`src/rtl/assert_macros.svh`:
```
// Assertion macros shared by the RTL of the calendar converter.
// No dependencies; included by files that carry concurrent assertions.
`ifndef ASSERT_MACROS_SVH
`define ASSERT_MACROS_SVH

// Property checked at every rising edge of clk_s, off while rstn_s is low.
`define ASSERT_CLK(lbl, clk_s, rstn_s, prop, msg) \
  lbl: assert property (@(posedge clk_s) disable iff (!rstn_s) (prop)) else $error(msg);

// Same-cycle implication built on the macro above.
`define ASSERT_IMPLY(lbl, clk_s, rstn_s, ante, cons, msg) \
  `ASSERT_CLK(lbl, clk_s, rstn_s, (ante) |-> (cons), msg)

// Next-cycle implication built on the macro above.
`define ASSERT_NEXT(lbl, clk_s, rstn_s, ante, cons, msg) \
  `ASSERT_CLK(lbl, clk_s, rstn_s, (ante) |=> (cons), msg)

`endif

```
`src/rtl/utcal_pkg.sv`:
```
// Package for the Unix-time-to-calendar converter: field widths, pipeline
// depth, reciprocal constants and the month start table. No dependencies.
package utcal_pkg;

  // Port field widths.
  localparam int EPOCH_W = 32;
  localparam int YEAR_W  = 12;
  localparam int MONTH_W = 4;
  localparam int DAY_W   = 5;
  localparam int HOUR_W  = 5;
  localparam int MIN_W   = 6;
  localparam int SEC_W   = 6;

  // Number of register stages from request to result.
  localparam int NUM_STG = 15;

  // Time constants.
  localparam logic [17:0] SECS_PER_DAY = 18'd86400;
  localparam logic [5:0]  SIXTY        = 6'd60;

  // Day-count constants of the shifted-era method.
  localparam logic [10:0] DAYS_4Y      = 11'd1460;
  localparam logic [8:0]  DAYS_YR      = 9'd365;
  localparam int          DAYS_100Y    = 36524;
  localparam logic [17:0] DAYS_400Y_M1 = 18'd146096;

  // Days since 1970 of 2000-03-01, where the era starting in 2000 begins.
  localparam logic [15:0] ERA5_DAY     = 16'd11017;
  // Offset from days since 1970 to day of era for the era starting in 1600.
  localparam logic [17:0] ERA4_OFFSET  = 18'd135080;
  localparam logic [11:0] YEAR_ERA4    = 12'd1600;
  localparam logic [11:0] YEAR_ERA5    = 12'd2000;

  // Floor reciprocals: q0 = (x * R) >> K is the quotient or one below it
  // for every x below 2**K, so one compare and subtract finishes it.
  // The day divide first drops the factor 2**7 of 86400, leaving 675.
  localparam logic [15:0] RCP_DAY = 16'((64'd1 << 25) / 675);
  localparam logic [11:0] RCP_MIN = 12'((64'd1 << 17) / 60);
  localparam logic [5:0]  RCP_HR  = 6'((64'd1 << 11) / 60);
  localparam logic [7:0]  RCP_4Y  = 8'((64'd1 << 18) / 1460);
  localparam logic [9:0]  RCP_YR  = 10'((64'd1 << 18) / 365);

  // Months in a March-based year.
  localparam int MONTHS = 12;

  // First day of year of each March-based month, (153 * mp + 2) / 5.
  function automatic logic [8:0] month_start(input logic [3:0] mp);
    logic [8:0] s;
    case (mp)
      4'd0:    s = 9'd0;
      4'd1:    s = 9'd31;
      4'd2:    s = 9'd61;
      4'd3:    s = 9'd92;
      4'd4:    s = 9'd122;
      4'd5:    s = 9'd153;
      4'd6:    s = 9'd184;
      4'd7:    s = 9'd214;
      4'd8:    s = 9'd245;
      4'd9:    s = 9'd275;
      4'd10:   s = 9'd306;
      4'd11:   s = 9'd337;
      default: s = 9'd0;
    endcase
    return s;
  endfunction

endpackage

```
`src/rtl/unix_time_to_calendar_unit.sv`:
```
// Top level of the Unix-time-to-calendar converter: a 15-stage pipeline.
// Depends on utcal_pkg and assert_macros.svh.
//
//   channel | ports                      | handshake
//   --------+----------------------------+------------------------------
//   in      | in_epoch_seconds           | start high, busy low
//   out     | out_year .. out_unknown_time | out_valid strobe, one cycle
//
// Each request gives one result, and a new request may enter in every
// cycle. The pipeline depth is set by the chain of constant divisions,
// each done as a reciprocal multiply, a back-multiply and a correcting
// subtract in stages of their own.
// Reset clears the valid bits and holds busy high; busy stays high for the
// first cycle after reset and is low after that. The receiver cannot stall,
// so the pipeline never stops.
`include "assert_macros.svh"

module unix_time_to_calendar_unit (
  input  logic                           clk,
  input  logic                           rst_n,
  input  logic                           start,
  output logic                           busy,
  input  logic [utcal_pkg::EPOCH_W-1:0]  in_epoch_seconds,
  output logic                           out_valid,
  output logic [utcal_pkg::YEAR_W-1:0]   out_year,
  output logic [utcal_pkg::MONTH_W-1:0]  out_month,
  output logic [utcal_pkg::DAY_W-1:0]    out_day,
  output logic [utcal_pkg::HOUR_W-1:0]   out_hour,
  output logic [utcal_pkg::MIN_W-1:0]    out_minute,
  output logic [utcal_pkg::SEC_W-1:0]    out_second,
  output logic                           out_unknown_time
);
  import utcal_pkg::*;

  // Control.
  logic               busy_r;
  logic [NUM_STG:1]   vld_r;
  logic               in_take;

  // Stages 1 to 3: seconds into days and second of day.
  logic [EPOCH_W-1:0] t_r [1:2];
  logic [40:0]        pd_r, pd_nxt;
  logic [15:0]        q_r, q_nxt;
  logic [31:0]        pq_r, pq_nxt;
  logic [31:0]        rem_day;
  logic               fix_day;
  logic [15:0]        days_r, days_nxt;
  logic [16:0]        sod_r [3:5];
  logic [16:0]        sod_nxt;

  // Carried flags and date values.
  logic               zero_r [1:NUM_STG-1];
  logic               era5_r [4:NUM_STG-1];
  logic               era5_nxt;
  logic [17:0]        doe_r [4:12];
  logic [17:0]        doe_nxt;

  // Time of day.
  logic [28:0]        pm_r, pm_nxt;
  logic [10:0]        qm_r, qm_nxt;
  logic [16:0]        pqm_r, pqm_nxt;
  logic [16:0]        rem_min;
  logic               fix_min;
  logic [10:0]        mn_r [6:8];
  logic [10:0]        mn_nxt;
  logic [SEC_W-1:0]   ss_r [6:NUM_STG-1];
  logic [SEC_W-1:0]   ss_nxt;
  logic [15:0]        ph_r, ph_nxt;
  logic [HOUR_W-1:0]  qh_r, qh_nxt;
  logic [10:0]        pqh_r, pqh_nxt;
  logic [10:0]        rem_hr;
  logic               fix_hr;
  logic [HOUR_W-1:0]  hh_r [9:NUM_STG-1];
  logic [HOUR_W-1:0]  hh_nxt;
  logic [MIN_W-1:0]   mi_r [9:NUM_STG-1];
  logic [MIN_W-1:0]   mi_nxt;

  // Year of era and day of year.
  logic [25:0]        pa_r, pa_nxt;
  logic [2:0]         cent_r [5:7];
  logic [2:0]         cent_nxt;
  logic               last_r [5:7];
  logic               last_nxt;
  logic [7:0]         a0_r, a0_nxt;
  logic [17:0]        pqa_r, pqa_nxt;
  logic [17:0]        rem_a;
  logic [6:0]         a_r, a_nxt;
  logic [17:0]        n_r [8:10];
  logic [17:0]        n_nxt;
  logic [27:0]        py_r, py_nxt;
  logic [8:0]         y0_r, y0_nxt;
  logic [17:0]        pqy_r, pqy_nxt;
  logic [17:0]        rem_y;
  logic [8:0]         yoe_r [11:NUM_STG-1];
  logic [8:0]         yoe_nxt;
  logic [1:0]         c100;
  logic [17:0]        m365_r, m365_nxt;
  logic [6:0]         adj_r, adj_nxt;
  logic [8:0]         doy_r [13:14];
  logic [8:0]         doy_nxt;
  logic [3:0]         mp_r, mp_nxt;

  // Result registers.
  logic [YEAR_W-1:0]  year_r, year_nxt;
  logic [MONTH_W-1:0] month_r, month_nxt;
  logic [DAY_W-1:0]   day_r, day_nxt;
  logic [HOUR_W-1:0]  hour_r;
  logic [MIN_W-1:0]   minute_r;
  logic [SEC_W-1:0]   second_r;
  logic               unk_r;

  assign in_take = start && !busy_r;

  // Stage logic, one section per register stage.
  always_comb begin
    // Stage 1: reciprocal of 675 on the seconds shifted down by seven.
    pd_nxt   = 41'(in_epoch_seconds[EPOCH_W-1:7]) * 41'(RCP_DAY);

    // Stage 2: estimated day count and its multiple of 86400.
    q_nxt    = pd_r[40:25];
    pq_nxt   = 32'(33'(q_nxt) * 33'(SECS_PER_DAY));

    // Stage 3: remainder decides whether the estimate was one short.
    rem_day  = t_r[2] - pq_r;
    fix_day  = rem_day[17:0] >= SECS_PER_DAY;
    days_nxt = q_r + 16'(fix_day);
    sod_nxt  = fix_day ? 17'(rem_day[17:0] - SECS_PER_DAY) : rem_day[16:0];

    // Stage 4: every 32-bit count falls in the era of 1600 or of 2000.
    era5_nxt = days_r >= ERA5_DAY;
    doe_nxt  = era5_nxt ? 18'(days_r - ERA5_DAY) : 18'(days_r) + ERA4_OFFSET;
    pm_nxt   = 29'(sod_r[3]) * 29'(RCP_MIN);

    // Stage 5: century count, last day of era, reciprocal of 1460.
    pa_nxt   = 26'(doe_r[4]) * 26'(RCP_4Y);
    cent_nxt = 3'(doe_r[4] >= 18'(DAYS_100Y))     + 3'(doe_r[4] >= 18'(2 * DAYS_100Y))
             + 3'(doe_r[4] >= 18'(3 * DAYS_100Y)) + 3'(doe_r[4] >= DAYS_400Y_M1);
    last_nxt = doe_r[4] == DAYS_400Y_M1;
    qm_nxt   = pm_r[27:17];
    pqm_nxt  = 17'(qm_nxt) * 17'(SIXTY);

    // Stage 6: four-year estimate and its multiple; minute of day corrected.
    a0_nxt   = pa_r[25:18];
    pqa_nxt  = 18'(a0_nxt) * 18'(DAYS_4Y);
    rem_min  = sod_r[5] - pqm_r;
    fix_min  = rem_min >= 17'(SIXTY);
    mn_nxt   = qm_r + 11'(fix_min);
    ss_nxt   = fix_min ? 6'(rem_min - 17'(SIXTY)) : rem_min[5:0];

    // Stage 7: four-year count corrected; reciprocal of 60 on minute of day.
    rem_a    = doe_r[6] - pqa_r;
    a_nxt    = 7'(a0_r) + 7'(rem_a >= 18'(DAYS_4Y));
    ph_nxt   = 16'(mn_r[6]) * 16'(RCP_HR);

    // Stage 8: leap-adjusted day of era; hour estimate and its multiple.
    n_nxt    = doe_r[7] - 18'(a_r) + 18'(cent_r[7]) - 18'(last_r[7]);
    qh_nxt   = ph_r[15:11];
    pqh_nxt  = 11'(qh_nxt) * 11'(SIXTY);

    // Stage 9: reciprocal of 365; hour and minute corrected.
    py_nxt   = 28'(n_r[8]) * 28'(RCP_YR);
    rem_hr   = mn_r[8] - pqh_r;
    fix_hr   = rem_hr >= 11'(SIXTY);
    hh_nxt   = qh_r + 5'(fix_hr);
    mi_nxt   = fix_hr ? 6'(rem_hr - 11'(SIXTY)) : rem_hr[5:0];

    // Stage 10: year estimate and its multiple of 365.
    y0_nxt   = py_r[26:18];
    pqy_nxt  = 18'(y0_nxt) * 18'(DAYS_YR);

    // Stage 11: year of era corrected.
    rem_y    = n_r[10] - pqy_r;
    yoe_nxt  = y0_r + 9'(rem_y >= 18'(DAYS_YR));

    // Stage 12: days before this year of era, split in product and leap part.
    c100     = 2'(yoe_r[11] >= 9'd100) + 2'(yoe_r[11] >= 9'd200)
             + 2'(yoe_r[11] >= 9'd300);
    m365_nxt = 18'(yoe_r[11]) * 18'(DAYS_YR);
    adj_nxt  = 7'(yoe_r[11] >> 2) - 7'(c100);

    // Stage 13: day of year, March based.
    doy_nxt  = 9'(doe_r[12] - m365_r - 18'(adj_r));

    // Stage 14: month found by comparing against each month start.
    mp_nxt   = '0;
    for (int k = 1; k < MONTHS; k++) begin
      if (doy_r[13] >= month_start(4'(k))) begin
        mp_nxt = mp_nxt + 4'd1;
      end
    end

    // Stage 15: civil month, day and year; January and February move on.
    month_nxt = (mp_r < 4'd10) ? mp_r + 4'd3 : mp_r - 4'd9;
    day_nxt   = 5'(doy_r[14] - month_start(mp_r) + 9'd1);
    year_nxt  = (era5_r[NUM_STG-1] ? YEAR_ERA5 : YEAR_ERA4)
              + 12'(yoe_r[NUM_STG-1]) + 12'(mp_r >= 4'd10);
  end

  // Valid bits and busy flag.
  always_ff @(posedge clk) begin
    if (!rst_n) begin
      busy_r <= 1'b1;
      vld_r  <= '0;
    end else begin
      busy_r <= 1'b0;
      vld_r  <= {vld_r[NUM_STG-1:1], in_take};
    end
  end

  // Payload registers of every stage.
  always_ff @(posedge clk) begin
    t_r[1]    <= in_epoch_seconds;
    t_r[2]    <= t_r[1];
    zero_r[1] <= in_epoch_seconds == '0;
    pd_r      <= pd_nxt;
    q_r       <= q_nxt;
    pq_r      <= pq_nxt;
    days_r    <= days_nxt;
    sod_r[3]  <= sod_nxt;
    era5_r[4] <= era5_nxt;
    doe_r[4]  <= doe_nxt;
    pm_r      <= pm_nxt;
    pa_r      <= pa_nxt;
    cent_r[5] <= cent_nxt;
    last_r[5] <= last_nxt;
    qm_r      <= qm_nxt;
    pqm_r     <= pqm_nxt;
    a0_r      <= a0_nxt;
    pqa_r     <= pqa_nxt;
    mn_r[6]   <= mn_nxt;
    ss_r[6]   <= ss_nxt;
    a_r       <= a_nxt;
    ph_r      <= ph_nxt;
    n_r[8]    <= n_nxt;
    qh_r      <= qh_nxt;
    pqh_r     <= pqh_nxt;
    py_r      <= py_nxt;
    hh_r[9]   <= hh_nxt;
    mi_r[9]   <= mi_nxt;
    y0_r      <= y0_nxt;
    pqy_r     <= pqy_nxt;
    yoe_r[11] <= yoe_nxt;
    m365_r    <= m365_nxt;
    adj_r     <= adj_nxt;
    doy_r[13] <= doy_nxt;
    mp_r      <= mp_nxt;
    year_r    <= year_nxt;
    month_r   <= month_nxt;
    day_r     <= day_nxt;
    hour_r    <= hh_r[NUM_STG-1];
    minute_r  <= mi_r[NUM_STG-1];
    second_r  <= ss_r[NUM_STG-1];
    unk_r     <= zero_r[NUM_STG-1];

    // Values that ride along until their stage needs them.
    for (int k = 2; k <= NUM_STG-1; k++) zero_r[k] <= zero_r[k-1];
    for (int k = 4; k <= 5; k++)         sod_r[k]  <= sod_r[k-1];
    for (int k = 5; k <= NUM_STG-1; k++) era5_r[k] <= era5_r[k-1];
    for (int k = 5; k <= 12; k++)        doe_r[k]  <= doe_r[k-1];
    for (int k = 6; k <= 7; k++)         cent_r[k] <= cent_r[k-1];
    for (int k = 6; k <= 7; k++)         last_r[k] <= last_r[k-1];
    for (int k = 7; k <= 8; k++)         mn_r[k]   <= mn_r[k-1];
    for (int k = 7; k <= NUM_STG-1; k++) ss_r[k]   <= ss_r[k-1];
    for (int k = 9; k <= 10; k++)        n_r[k]    <= n_r[k-1];
    for (int k = 10; k <= NUM_STG-1; k++) hh_r[k]  <= hh_r[k-1];
    for (int k = 10; k <= NUM_STG-1; k++) mi_r[k]  <= mi_r[k-1];
    for (int k = 12; k <= NUM_STG-1; k++) yoe_r[k] <= yoe_r[k-1];
    doy_r[14] <= doy_r[13];
  end

  // Outputs.
  assign busy             = busy_r;
  assign out_valid        = vld_r[NUM_STG];
  assign out_year         = year_r;
  assign out_month        = month_r;
  assign out_day          = day_r;
  assign out_hour         = hour_r;
  assign out_minute       = minute_r;
  assign out_second       = second_r;
  assign out_unknown_time = unk_r;

  // The second of day leaves the day divide below one full day.
  `ASSERT_IMPLY(a_sod_range, clk, rst_n, vld_r[3],
                sod_r[3] < 17'(SECS_PER_DAY), "second of day out of range")
  // The month search never runs past the last March-based month.
  `ASSERT_IMPLY(a_mp_range, clk, rst_n, vld_r[14], mp_r < 4'(MONTHS),
                "month index out of range")
  // The unknown-time sentinel decodes to the epoch itself.
  `ASSERT_IMPLY(a_zero_epoch, clk, rst_n, out_valid && out_unknown_time,
                out_year == 12'd1970 && out_month == 4'd1 && out_day == 5'd1
                && out_hour == 5'd0 && out_minute == 6'd0 && out_second == 6'd0,
                "zero input did not decode to the epoch")
  // A request in the last internal stage always reaches the outputs.
  `ASSERT_NEXT(a_vld_out, clk, rst_n, vld_r[NUM_STG-1], out_valid,
               "request lost before the outputs")

endmodule

```
`config.mk`:
```
export PLATFORM = sky130hd
export DESIGN_NAME = unix_time_to_calendar_unit
export DESIGN_NICKNAME = d
export VERILOG_FILES = /design/src/rtl/utcal_pkg.sv /design/src/rtl/unix_time_to_calendar_unit.sv
export VERILOG_INCLUDE_DIRS = /design/src /design/src/rtl
export SDC_FILE = /design/constraint.sdc
export NUM_CORES = 2
export LEC_CHECK = 0
export ABC_AREA = 1
export BUFFER_PORTS_ARGS = -buffer_cell sky130_fd_sc_hd__buf_4
export CAP_MARGIN = 20
export CORE_ASPECT_RATIO = 0.6
export CORE_MARGIN = 3
export CORE_UTILIZATION = 47
export DETAILED_ROUTE_END_ITERATION = 6
export GPL_TIMING_DRIVEN = 0
export HOLD_SLACK_MARGIN = 0.1
export PLACE_DENSITY = 0.61
export SYNTH_ARGS = -nofsm -noshare
export SYNTH_HDL_FRONTEND = slang
export SYNTH_SLANG_ARGS = --single-unit
export TNS_END_PERCENT = 30
```
`constraint.sdc`:
```
create_clock -name clk -period 8.1 [get_ports clk]
set_input_delay 1.62 -clock clk [delete_from_list [all_inputs] [get_ports clk]]
set_output_delay 1.62 -clock clk [all_outputs]
set_load 0.05 [all_outputs]
```
* Word level (Yosys, flattened, before mapping)
Memories as Yosys holds them, arrays and structs flattened. A register that Yosys moved wholly into a read port is not among the register bits.
Cells that the tools add are included.
** Storage, ports and cells
- ROM bits :: 144
- Bits in writable memories :: 575
- Input port bits :: 35
- Flip-flop bits (word level) :: 329
- Word-level logic and storage cells :: 141
- Memories :: 15
- Output and inout port bits :: 41
** Memory list
- doe_r :: words 9, bits a word 18, read ports 9, clocked after memory_dff 0, write ports 9, RTL line unix_time_to_calendar_unit.sv:55 : logic [17:0] doe_r [4:12];
- (name not given) :: words 16, bits a word 9, read ports 1, clocked after memory_dff 1, write ports 0, RTL line utcal_pkg.sv:49 : case (mp)
- t_r :: words 2, bits a word 32, read ports 2, clocked after memory_dff 0, write ports 2, RTL line unix_time_to_calendar_unit.sv:41 : logic [EPOCH_W-1:0] t_r [1:2];
- n_r :: words 3, bits a word 18, read ports 3, clocked after memory_dff 0, write ports 3, RTL line unix_time_to_calendar_unit.sv:88 : logic [17:0] n_r [8:10];
- ss_r :: words 9, bits a word 6, read ports 9, clocked after memory_dff 1, write ports 9, RTL line unix_time_to_calendar_unit.sv:66 : logic [SEC_W-1:0] ss_r [6:NUM_STG-1];
- sod_r :: words 3, bits a word 17, read ports 3, clocked after memory_dff 0, write ports 3, RTL line unix_time_to_calendar_unit.sv:48 : logic [16:0] sod_r [3:5];
- 9 more memories
** Operators by class
- Add/sub/neg operators :: 42
- Multipliers :: 11
- $lt $le $gt $ge :: 26
- Reductions and logical operators :: 3
- Equal/unequal tests :: 1
- Muxes and demuxes :: 18
** Operator list (count)
- >= comparator 18 x 17 -> 1 bit (second input constant) :: 3
- subtractor 18 bit :: 3
- >= comparator 9 x 8 -> 1 bit (second input constant) :: 5
- multiplier 25 x 15 -> 40 bit (second input constant) :: 1
- 2-to-1 mux 4 bit :: 10
- adder 4 x 1 -> 4 bit (second input constant) :: 9
- >= comparator 9 bit (second input constant) :: 4
- zero test 32 bit :: 1
- >= comparator 9 x 7 -> 1 bit (second input constant) :: 3
- multiplier 18 x 8 -> 26 bit (second input constant) :: 1
- multiplier 18 x 9 -> 26 bit (second input constant) :: 1
- multiplier 17 x 9 -> 25 bit (second input constant) :: 1
- adder 16 x 18 -> 18 bit (second input constant) :: 1
- adder 18 x 3 -> 18 bit :: 1
- == test 18 bit (second input constant) :: 1
- >= comparator 18 x 11 -> 1 bit (second input constant) :: 1
- >= comparator 18 x 16 -> 1 bit (second input constant) :: 1
- >= comparator 18 bit (second input constant) :: 1
- >= comparator 18 x 9 -> 1 bit (second input constant) :: 1
- multiplier 9 x 9 -> 18 bit (second input constant) :: 1
- 2-to-1 mux 18 bit :: 1
- subtractor 18 x 1 -> 18 bit :: 1
- subtractor 18 x 7 -> 18 bit :: 1
- >= comparator 17 x 6 -> 1 bit (second input constant) :: 1
- 43 further kinds :: 47

* Logic depth before layout (Yosys ltp)
An unclocked memory read counts as a cell.
- Depth after elaboration :: 23
- Mapped depth :: 43
- Gate-level depth less buffers :: 43

* Worst setup path after synthesis
No wires, ideal clock.
- Path kind :: input port to flip-flop
- Start :: in in_epoch_seconds[18] in the netlist's numbering
- End :: reg pd_r[38]
- Arrival :: 6271 ps
- Path slack :: 1705 ps
- Path buffers :: 0
- Required time :: 7977 ps
- Library setup time :: 123 ps
- Stages :: 20
- Cell sequence :: inv_1 > ha_1 > ha_1 > inv_1 > fa_1 > inv_1 > fa_1 > fa_1 > inv_1 > fa_1 > inv_1 > ha_1 > nand2_1 > nor4_1 > nand2_1 > o21ai_0 > a21oi_1 > o21ai_0 > a21oi_1 > xor2_1
** On the way
- Word-level cells in the longest chain between the ends :: 1
** Ends and longest elaborated chain
- start: declaration :: RTL line unix_time_to_calendar_unit.sv:23 : input logic [utcal_pkg::EPOCH_W-1:0] in_epoch_seconds,
- multiplier 25 x 15 -> 40 bit :: RTL line unix_time_to_calendar_unit.sv:117 : pd_nxt = 41'(in_epoch_seconds[EPOCH_W-1:7]) * 41'(RCP_DAY);
- named net pd_nxt[38] :: RTL line unix_time_to_calendar_unit.sv:42 : logic [40:0] pd_r, pd_nxt;
- end signal: assignment :: RTL line unix_time_to_calendar_unit.sv:215 : pd_r <= pd_nxt;
- end: declaration :: RTL line unix_time_to_calendar_unit.sv:42
The timed path passes the listed nets, and every way through them passes these cells.
A chain may end at the register's enable or synchronous reset.

* Worst setup path in the final report
- Start :: in in_epoch_seconds[18] in the netlist's numbering
- End :: reg pd_r[40]
The elaborated chain is that of the path after synthesis.

==> run metrics <==
core box area 90,290 µm²; DRT antenna net count 0; Fin. Hold Viols 0; Post-synth EDFFs 0; post-synthesis average cell area 9.886 µm²; via count 26,930; initial antenna violation count 1; routed vias/inst 4.656; syn nets 5,443; max-cap viol count 0; Chip Width 396.9 µm; worst-path cell chain buf_4 -> inv_1 -> ha_1 -> ha_1 -> inv_1 -> fa_1 -> inv_1 -> fa_1 -> fa_1 -> inv_1 -> fa_1 -> inv_1 -> ha_1 -> nand2_1 -> nor4_1 -> nand2_1 -> o21ai_0 -> a21oi_1 -> o21ai_0 -> a21oi_1 -> xor2_1; post-synthesis compound-gate area fraction 6.100%; sum of buffers and inverters on the critical path 6; Hold-fix buffers, CTS 0; Top FF cell, synth dfxtp_1; share of cells above drive strength 1 5.891%; status complete, no violations; most frequent cell after synthesis inv_1; CP endpoint kind flip-flop; adder-cell area share of the yosys netlist 35.84%; GP Congestion 0.8892; Post-Syn Area 43,090 µm²; Levels on crit path 21; row count 85; WP data arrival 7.32 ns; CTS tree yes; mux cell area share after synthesis 0.04936%; CTS H-tree depth 3; Post-CTS Setup Bufs 0; TritonRoute pass-1 iters 5; Worst Skew 0.02720 ns; Synth Area in XOR/XNOR 5.467%; initial cell density of the core 47.73%; TritonCTS Buffers 74; Commonest cells post-synth inv_1, dfxtp_1, ha_1; # port buffers 74; Worst Hold Class reg2reg; Final Max Slew Viols 0; die area 95,470 µm²; critical path class in2reg; Die Ht 240.5 µm; ys async rst share 0%; vias in the first global route 26,830; Final #Nets 5,593; Sink Count 758; Iteration-0 DRC Markers 1,416; most frequent CP cell inv_1; largest fanout on the critical path 5; I/O Pins 76; worst hold stages 0; CP max stage delay 0.59 ns; Bufs on Longest Clock Path 3; Final min period 6.813 ns; Synth cell types 62; r2r worst-path depth 40; Rel. slew slack 35.52%; first-pass GRT wire length 134.7 mm; Slew @ Worst Pin 0.9583 ns; largest net degree at the start of global routing 18; setup TNS 0 ns; largest delay contributor family on the critical path adder cells; synthesis-to-finish area growth 10.79%; total grt overflow 0; largest area contributor in the netlist dfxtp_1; WL per Instance 13.57 µm; Post-CTS Resized 0; Clock Pin Slew Worst Setup and Hold Paths 0.06 ns; clk_lat worst skew 0.65 ns; Final HPWL DP 64.37 mm; Residual DRC 0; RSZ-0062 raised after global routing false; Setup crit start kind input port; Synth Instances 4,359; Fmax 0.1468 GHz; synth top area cells dfxtp_1, ha_1, fa_1, inv_1, xor2_1; top-area cell type share of the netlist area 35.21%; Max stage delay cell, worst path fa_1; Ant. Diodes 0; yosys warns 0; # setup viols final 0; Seq/Total Area, Yosys 35.21%; Overall Global Routing Usage 17.28%; Root Buffer clkbuf_16; Synth Area in Simple Gates 8.873%; number of synthesized register bits 758; Worst Path Required 8.61 ns; Post-Route WL 78.51 mm; fin crit share 84.11%; combinational family with the most area after synthesis adder cells
[layout by cell type (no fill, tap or decap), drive strengths merged, types with 3 or more instances in the layout]
cell type / n
clkinv: 19
nand4: 26
clkinvlp: 7
o211ai: 6
xnor2: 77
nand2: 431
ha: 740
a21oi: 234
o31ai: 8
o21bai: 16
or2: 11
o221ai: 6
a41oi: 3
a31oi: 12
nor4: 8
nand3b: 5
a221oi: 3
nor2: 168
and2: 4
and3: 3
buf: 78
o21a: 7
a211oi: 10
fa: 309
o21ai: 114
dfxtp: 758
bufinv: 7
a21boi: 4
inv: 964
clkbuf: 99
nor3: 36
xor2: 192
nand3: 152
o2111ai: 8
a21o: 18
nor3b: 5
[area by class of cell]
class	count	area [µm²]
plain buffers	9	47.55
clock buffers	94	2047
clock inverters	39	523.0
fillers	8050	42550
inverters	958	3596
multi-input cells	2634	24270
flip-flops and latches	758	15170
well taps	1218	1524
repair buffers	74	555.5
[per-stage QoR]
step	setup slack [ns]	std cells	hold WS, ns	cell area (µm²)	utilization [%]
6_report	1.287	5784	0.3056	47740	52.87
3_3_place_gp	0.5822	5651	0.3098	45170	50.03
4_1_cts	1.270	5784	0.3002	47740	52.87
5_1_grt	0.8464	5784	0.3008	47740	52.87
3_5_place_dp	0.6161	5651	0.3121	45170	50.03
2_1_floorplan	1.705	4359	0.3096	43090	-
[flip-flops by register name, summed over array words and instances, names as in the netlist, 30 cells and up, named ones only]
name,cells
hh_r,30
sod_r,51
t_r,36
doe_r,116
mn_r,33
n_r,53
yoe_r,34
mi_r,36
ss_r,54
[metal layers]
layer	wire (µm)	track usage, %	up-vias
li1	-	-	14110
met1	44710	28.02	12280
met2	28470	23.15	458
met3	4170	3.460	78
met4	1156	3.645	0
met5	0	0	-
[cells by family (layout without fill, tap and decap cells)]
kind of cell / after synthesis / in the layout
XOR/XNOR: 269 / 269
buffers and inverters: 967 / 1174
flip-flops: 758 / 758
adder cells (fa/ha/maj): 1049 / 1049
AO/OA/AOI/OAI: 462 / 462
multiplexers: 2 / 2
AND/OR/NAND/NOR: 852 / 852
[worst paths after layout]
path	start	endpoint	slack [ns]
setup / recovery	in_epoch_seconds[18]	pd_r[40]$_DFF_P_	1.29
hold reg to reg	t_r[1][16]$_DFF_P_	t_r[2][16]$_DFF_P_	0.31
setup reg to reg	doy_r[13][3]$_DFF_P_	flip-flop	1.91
hold / removal	t_r[1][16]$_DFF_P_	t_r[2][16]$_DFF_P_	0.31
Power is left out: the tool's default activity adds up to more than one toggle a clock period on the data nets, which glitch-free logic cannot reach.
